==> config.mk <==
export PLATFORM = sky130hd
export DESIGN_NAME = seed_match_extension_tracker
export DESIGN_NICKNAME = d
export VERILOG_FILES = /design/src/hdl/smet_pkg.sv /design/src/hdl/smet_cfg_regs.sv /design/src/hdl/smet_core.sv /design/src/hdl/seed_match_extension_tracker.sv
export SDC_FILE = /design/constraint.sdc
export NUM_CORES = 1
export LEC_CHECK = 0
export ABC_AREA = 1
export BUFFER_PORTS_ARGS = -buffer_cell sky130_fd_sc_hd__buf_2
export CAP_MARGIN = 20
export CORE_MARGIN = 2
export CORE_UTILIZATION = 55
export CTS_CLUSTER_SIZE = 20
export DETAILED_ROUTE_END_ITERATION = 10
export GPL_TIMING_DRIVEN = 0
export HOLD_SLACK_MARGIN = 0.05
export PLACE_DENSITY = 0.74
export RECOVER_POWER = 100
export SYNTH_ARGS = -nofsm -noshare
export SYNTH_HDL_FRONTEND = slang
export SYNTH_SLANG_ARGS = --single-unit
==> constraint.sdc <==
create_clock -name clk -period 3.9 [get_ports clk]
set_input_delay 0.975 -clock clk [delete_from_list [all_inputs] [get_ports clk]]
set_output_delay 0.975 -clock clk [all_outputs]
set_load 0.02 [all_outputs]
==> src/hdl/smet_pkg.sv <==
// ----------------------------------------------------------------------------
// Seed match extension tracker package
// Request and result types, configuration types and the codes shared by the
// tracker modules.
// ----------------------------------------------------------------------------
package smet_pkg;

    localparam int CFG_INDEX_W = 2;

    localparam logic [CFG_INDEX_W-1:0] CFG_MIN_END_RUN        = 2'd0;
    localparam logic [CFG_INDEX_W-1:0] CFG_MAX_MISMATCH_BLOCK = 2'd1;
    localparam logic [CFG_INDEX_W-1:0] CFG_MIN_BLOCK_SEP      = 2'd2;

    localparam logic [7:0] MIN_END_RUN_RST        = 8'd10;
    localparam logic [7:0] MAX_MISMATCH_BLOCK_RST = 8'd3;
    localparam logic [7:0] MIN_BLOCK_SEP_RST      = 8'd20;

    localparam logic [1:0] MODE_START   = 2'd0;
    localparam logic [1:0] MODE_COMPARE = 2'd1;
    localparam logic [1:0] MODE_END     = 2'd2;

    localparam logic [2:0] OC_CONT    = 3'd0;
    localparam logic [2:0] OC_MERGED  = 3'd1;
    localparam logic [2:0] OC_STOPPED = 3'd2;
    localparam logic [2:0] OC_SEQEND  = 3'd3;
    localparam logic [2:0] OC_IDLE    = 3'd4;

    typedef struct packed {
        logic [1:0]  mode;
        logic [15:0] seed_length;
        logic        identical;
        logic        reaches_target;
    } smet_in_t;

    typedef struct packed {
        logic [15:0] extend_by;
        logic [2:0]  outcome;
        logic        finished;
    } smet_out_t;

    typedef struct packed {
        logic [7:0] min_end_run;
        logic [7:0] max_mismatch_block;
        logic [7:0] min_block_sep;
    } smet_cfg_t;

endpackage

==> src/hdl/smet_cfg_regs.sv <==
// ----------------------------------------------------------------------------
// Seed match extension tracker configuration registers
// Holds the three threshold registers written through the plain write port.
// ----------------------------------------------------------------------------
module smet_cfg_regs (
    input  logic                            clk,
    input  logic                            rst_n,
    input  logic                            cfg_we,
    input  logic [smet_pkg::CFG_INDEX_W-1:0] cfg_index,
    input  logic [7:0]                      cfg_data,
    output smet_pkg::smet_cfg_t             cfg
);
    import smet_pkg::*;

    smet_cfg_t cfg_reg;
    smet_cfg_t cfg_next;

    always_comb
    begin
        cfg_next = cfg_reg;
        if (cfg_we)
        begin
            case (cfg_index)
                CFG_MIN_END_RUN:        cfg_next.min_end_run        = cfg_data;
                CFG_MAX_MISMATCH_BLOCK: cfg_next.max_mismatch_block = cfg_data;
                CFG_MIN_BLOCK_SEP:      cfg_next.min_block_sep      = cfg_data;
                default:                ;
            endcase
        end
    end

    always_ff @(posedge clk or negedge rst_n)
    begin
        if (!rst_n)
        begin
            cfg_reg.min_end_run        <= MIN_END_RUN_RST;
            cfg_reg.max_mismatch_block <= MAX_MISMATCH_BLOCK_RST;
            cfg_reg.min_block_sep      <= MIN_BLOCK_SEP_RST;
        end
        else
        begin
            cfg_reg <= cfg_next;
        end
    end

    assign cfg = cfg_reg;

endmodule

==> src/hdl/smet_core.sv <==
// ----------------------------------------------------------------------------
// Seed match extension tracker core
// Extension state and the combinational update that turns one request into
// its result.
// ----------------------------------------------------------------------------
module smet_core #(
    parameter int LEN_WIDTH = 16
) (
    input  logic                clk,
    input  logic                rst_n,
    input  logic                fire,
    input  smet_pkg::smet_in_t  item,
    input  smet_pkg::smet_cfg_t cfg,
    output smet_pkg::smet_out_t result
);
    import smet_pkg::*;

    localparam logic [32:0] LEN_MAX = (33'd1 << LEN_WIDTH) - 33'd1;

    logic [LEN_WIDTH-1:0] good_run_reg;
    logic [LEN_WIDTH-1:0] good_run_next;
    logic [LEN_WIDTH-1:0] pending_count_reg;
    logic [LEN_WIDTH-1:0] pending_count_next;
    logic [7:0]           recent_mismatches_reg;
    logic [7:0]           recent_mismatches_next;
    logic                 active_reg;
    logic                 active_next;

    logic [LEN_WIDTH-1:0] seed_sat;
    logic [LEN_WIDTH-1:0] good_inc;
    logic [LEN_WIDTH-1:0] pending_inc;
    logic [7:0]           mismatch_inc;
    logic [LEN_WIDTH-1:0] end_run;
    logic [LEN_WIDTH-1:0] block_sep;
    logic [32:0]          ext_wide;

    assign seed_sat     = ({17'd0, item.seed_length} > LEN_MAX) ? '1
                                                                : LEN_WIDTH'(item.seed_length);
    assign good_inc     = (&good_run_reg) ? good_run_reg : good_run_reg + 1'b1;
    assign pending_inc  = (&pending_count_reg) ? pending_count_reg : pending_count_reg + 1'b1;
    assign mismatch_inc = (&recent_mismatches_reg) ? recent_mismatches_reg
                                                   : recent_mismatches_reg + 8'd1;
    assign end_run      = LEN_WIDTH'(cfg.min_end_run);
    assign block_sep    = LEN_WIDTH'(cfg.min_block_sep);

    always_comb
    begin
        good_run_next          = good_run_reg;
        pending_count_next     = pending_count_reg;
        recent_mismatches_next = recent_mismatches_reg;
        active_next            = active_reg;
        ext_wide               = '0;
        result.outcome         = active_reg ? OC_CONT : OC_IDLE;
        result.finished        = 1'b0;

        case (item.mode)
            MODE_START:
            begin
                good_run_next          = seed_sat;
                pending_count_next     = '0;
                recent_mismatches_next = '0;
                active_next            = 1'b1;
                result.outcome         = OC_CONT;
            end
            MODE_COMPARE:
            begin
                if (active_reg)
                begin
                    if (item.identical)
                    begin
                        good_run_next = good_inc;
                        if (good_inc == block_sep)
                        begin
                            recent_mismatches_next = '0;
                        end
                        if (good_inc < end_run)
                        begin
                            pending_count_next = pending_inc;
                        end
                        else if (good_inc == end_run)
                        begin
                            ext_wide           = 33'(pending_count_reg) + 33'd1;
                            pending_count_next = '0;
                        end
                        else
                        begin
                            ext_wide = 33'd1;
                        end
                        if (item.reaches_target)
                        begin
                            result.outcome  = OC_MERGED;
                            result.finished = 1'b1;
                            active_next     = 1'b0;
                        end
                    end
                    else
                    begin
                        good_run_next          = '0;
                        pending_count_next     = pending_inc;
                        recent_mismatches_next = mismatch_inc;
                        if (mismatch_inc > cfg.max_mismatch_block)
                        begin
                            result.outcome  = OC_STOPPED;
                            result.finished = 1'b1;
                            active_next     = 1'b0;
                        end
                    end
                end
            end
            MODE_END:
            begin
                if (active_reg)
                begin
                    ext_wide           = 33'(pending_count_reg);
                    pending_count_next = '0;
                    result.outcome     = OC_SEQEND;
                    result.finished    = 1'b1;
                    active_next        = 1'b0;
                end
            end
            default:
            begin
            end
        endcase

        result.extend_by = (ext_wide > 33'h0FFFF) ? 16'hFFFF : ext_wide[15:0];
    end

    always_ff @(posedge clk or negedge rst_n)
    begin
        if (!rst_n)
        begin
            good_run_reg          <= '0;
            pending_count_reg     <= '0;
            recent_mismatches_reg <= '0;
            active_reg            <= 1'b0;
        end
        else if (fire)
        begin
            good_run_reg          <= good_run_next;
            pending_count_reg     <= pending_count_next;
            recent_mismatches_reg <= recent_mismatches_next;
            active_reg            <= active_next;
        end
    end

endmodule

==> src/hdl/seed_match_extension_tracker.sv <==
// ----------------------------------------------------------------------------
// Seed match extension tracker
// Follows the ungapped extension of a seed match one base pair per request
// and reports how many bases to add to the match after each request.
// ----------------------------------------------------------------------------
//  Channel | Signals                          | Direction | Moves
//  in      | in_valid, in_stall, in_data      | into      | one request per accept
//  out     | out_valid, out_stall, out_data   | out of    | one result per request
//  cfg     | cfg_we, cfg_index, cfg_data      | into      | one register write
//
// One request is accepted every cycle when the result side keeps up.
// An accepted request is held in the request register, which feeds the update
// logic; its result is loaded into the result register when the request advances.
// Reset sets the tracker idle and loads the register defaults at once.
// A stalled result holds the result register, and the request register then
// stalls the input side after it fills.
// ----------------------------------------------------------------------------
module seed_match_extension_tracker #(
    parameter int LEN_WIDTH = 16
) (
    input  logic                             clk,
    input  logic                             rst_n,
    input  logic                             in_valid,
    output logic                             in_stall,
    input  smet_pkg::smet_in_t               in_data,
    output logic                             out_valid,
    input  logic                             out_stall,
    output smet_pkg::smet_out_t              out_data,
    input  logic                             cfg_we,
    input  logic [smet_pkg::CFG_INDEX_W-1:0] cfg_index,
    input  logic [7:0]                       cfg_data
);
    import smet_pkg::*;

    logic      in_full_reg;
    logic      in_full_next;
    smet_in_t  in_data_reg;
    logic      out_valid_reg;
    logic      out_valid_next;
    smet_out_t out_data_reg;
    logic      advance;
    logic      in_take;
    smet_cfg_t cfg;
    smet_out_t result;

    assign advance        = in_full_reg && (!out_valid_reg || !out_stall);
    assign in_stall       = in_full_reg && !advance;
    assign in_take        = in_valid && !in_stall;
    assign in_full_next   = in_take || (in_full_reg && !advance);
    assign out_valid_next = advance || (out_valid_reg && out_stall);

    smet_cfg_regs u_cfg (
        .clk       (clk),
        .rst_n     (rst_n),
        .cfg_we    (cfg_we),
        .cfg_index (cfg_index),
        .cfg_data  (cfg_data),
        .cfg       (cfg)
    );

    smet_core #(
        .LEN_WIDTH (LEN_WIDTH)
    ) u_core (
        .clk    (clk),
        .rst_n  (rst_n),
        .fire   (advance),
        .item   (in_data_reg),
        .cfg    (cfg),
        .result (result)
    );

    always_ff @(posedge clk or negedge rst_n)
    begin
        if (!rst_n)
        begin
            in_full_reg   <= 1'b0;
            out_valid_reg <= 1'b0;
        end
        else
        begin
            in_full_reg   <= in_full_next;
            out_valid_reg <= out_valid_next;
        end
    end

    always_ff @(posedge clk)
    begin
        if (in_take)
        begin
            in_data_reg <= in_data;
        end
        if (advance)
        begin
            out_data_reg <= result;
        end
    end

    assign out_valid = out_valid_reg;
    assign out_data  = out_data_reg;

endmodule

==> flow_metrics.py <==
metrics = {
    "clock_network": {
        "cts-resized-gates": 0,
        "post_cts_buffers": 0,
        "clock_path_buffers": 2,
        "cts-root-buf": "clkbuf_16",
        "tritoncts": "done",
        "clk_latency_ns": 0.36,
        "path_clk_slew_ns": 0.08,
        "hold_buffers": 0,
        "cts_buffers": 9,
        "cts.sinks": 107,
        "htreeDepth": 3,
    },
    "flow_run": {
        "cap_violations": 1,
    },
    "global_route": {
        "grt_max_degree": 68,
        "grt_pass1_vias": 5223,
        "grt_overflow": 0,
        "grt_usage": 0.251,
        "antenna_found_initial": 0,
        "grt_pass1_wl_um": 25400,
    },
    "worst_setup_path": {
        "cp.arrival_ns": 3.55,
        "criticalPathCategory": "reg2reg",
        "reg2reg_depth": 20,
        "path_max_fanout": 10,
        "rr_startpoint": "u_core.good_run_reg[0]",
        "start_kind": "flop",
        "rr_endpoint": "out_data[14]",
        "worst_ep_required_time_ns": 4.00,
        "startpoint": "u_core.good_run_reg[0]",
        "r2r_slack_ns": 0.45,
        "endpoint_kind": "flop",
    },
    "route": {
        "drc_errors": 0,
        "wl_per_cell_um": 14.9,
        "viasPerCell": 5.34,
        "ant_nets": 0,
        "via_count": 5361,
        "wirelength_um": 14900,
        "firstDrtPassIters": 4,
        "drt_first_iter_violations": 356,
    },
    "logic_synthesis": {
        "synth_largest_area_cell": "dfrtp_1",
        "syn_inst": 789,
        "synth_cell_types": 43,
        "synth_area_leaders": "dfrtp_1 23%, edfxtp_1 18%, nand2_1 12%, inv_1 5.7%, nand3_1 4.8%",
        "synth-seq-cells": 107,
        "yosysSeqAreaShare": 0.443,
        "ys_warn_count": 0,
        "syn_nets": 847,
        "yosys.area.top_type_share": 0.235,
        "synth_flop_cell": "dfrtp_1",
        "avgSynthCellArea_um2": 8.25,
        "synthTopCellsByCount": "206 x nand2_1, 99 x inv_1, 67 x nor2_1, 63 x nand3_1, 61 x dfrtp_1",
        "synth_edf_count": 40,
        "syn_area_um2": 6510,
        "ys_async_sr_fraction": 0.626,
        "yosysMostFrequentCell": "nand2_1",
    },
    "layout": {
        "post-route-cell-area_um2": 7130,
        "synthToLayoutAreaGrowth_pct": 9.65,
        "nets": 914,
        "largest_reg_flops": 24,
        "diodes": 0,
        "final_core_util": 0.622,
        "layout-drive-gt1-share": 0.128,
    },
    "floorplanning": {
        "die_width_um": 113,
        "ios": 57,
        "die_h_um": 113,
        "core_um2": 11500,
        "rows": 39,
        "die-area_um2": 12700,
        "initial_core_util": 0.567,
    },
    "timing": {
        "fin_crit_sh": 0.885,
        "slew_headroom": -0.117,
        "finalMaxSlewViolations": 68,
        "hold_viol": 0,
        "period_needed_ns": 3.45,
        "finalWorstSetupSlack_ns": 0.447,
        "tns_ns": 0,
        "max_freq_mhz": 290,
        "hold_ws_ns": 0.496,
        "rsz0062_at_grt": "false",
        "final.setup_skew_ns": 0.00955,
        "final-setup-viol-count": 0,
        "tightestPinTransition_ns": 1.68,
    },
    "place": {
        "post-dp-hpwl_um": 11400,
        "portBuffers": 56,
        "placed_cell_area_um2": 6970,
        "gp_congestion": 0.918,
        "pre_cts_ws_ns": 0.510,
    },
    "power": {
        "p_leak_nw": 3.45,
        "power_density_nw_per_um2": 444,
        "ir_drop_v": 0.000447,
    },
    "status": {
        "violations": "max-capacitance violations, max-slew violations",
        "status": "finished with violations",
    },
    "hold_path": {
        "hp-start": "u_cfg.cfg[12]",
        "hold_path_class": "reg2reg",
        "hold_path_end": "u_cfg.cfg[12]",
        "holdPathStages": 2,
    },
}
## final cells by class
cell class / count / area, µm²
Buffer: 19 / 110
Clock buffer: 9 / 225
Clock inverter: 7 / 62.6
Fill cell: 1021 / 4330
Inverter: 106 / 403
Multi-Input combinational cell: 557 / 3020
Sequential cell: 107 / 2890
Tap cell: 143 / 179
Timing Repair Buffer: 56 / 248
## placed cells by master (no fill, tap or decap), types with 3 or more instances in the layout
cell       count
nor3_1         5
xor2_1        18
nand2_4        3
nor2_2         5
nand3_4        5
buf_2         30
nand2_1      210
o21ai_0       40
or2_2          3
inv_8          3
inv_1         99
xnor2_1        4
nor2_1        69
ha_1          23
edfxtp_1      40
inv_4          3
nand3_2        7
nand4_1       14
nor2_4         6
dfstp_2        6
dfrtp_1       61
a22oi_1       15
a21oi_1       29
nand3_1       70
nand2_2       14
clkbuf_1      40
nand3b_1       3
clkinv_1       3
clkbuf_16      9
## layer usage
metal,track usage,vias to the layer above,part of all wire
met5,0,-,0
met4,0.0748,0,0.014
met3,0.0455,14,0.053
met2,0.388,137,0.46
met1,0.364,2503,0.47
li1,-,2707,-
## per-stage QoR
stage / cells / power (mW)
global route: 1004 / 3.36
detailed placement: 988 / 2.29
global placement: 988 / 2.25
floorplan: 789 / 2.05
finish: 1004 / 3.16
CTS: 1004 / 3.20
## worst max path at each step
stage / to / slack (ns)
after floorplan: out_data[17] / 1.06
after global placement: out_data[17] / 0.61
after detailed placement: out_data[14] / 0.51
after CTS: out_data[14] / 0.48
after global routing: u_core.pending_count_reg[3] / 0.13
final: out_data[14] / 0.45
## power breakdown
part / total [mW] / internal, mW / switching, mW
Sequential: 1.43 / 1.31 / 0.116
Combinational: 0.835 / 0.285 / 0.550
Clock: 0.901 / 0.451 / 0.450
## logic make-up (layout without fill, tap and decap cells)
kind of cell	Yosys count	in the layout	synth area share
and+or+nand+nor	422	422	0.325
buffers and inverters	125	197	0.0802
DFF	107	107	0.443
AOI/OAI and AO/OA	89	89	0.0760
adders and majority gates	23	23	0.0442
xor gates and xnor gates	22	22	0.0296
muxes	1	1	0.00154
## worst max-delay path, stage by stage (launching register included)
cell     delay (ns)
dfrtp_1        0.48
ha_1           0.23
nand3_1        0.19
inv_2          0.16
nand2_4        0.11
nor2_8         0.18
nand2_1        0.09
nand2_1        0.09
inv_1          0.07
ha_1           0.29
inv_1          0.06
nor2_1         0.04
o21ai_0        0.20
a21oi_1        0.10
nor2_1         0.27
nand3_4        0.14
nand2_2        0.11
nor2_4         0.07
buf_8          0.14
nand3_1        0.08
nand3_1        0.10
No activity file was read; power rests on OpenSTA's default activity.
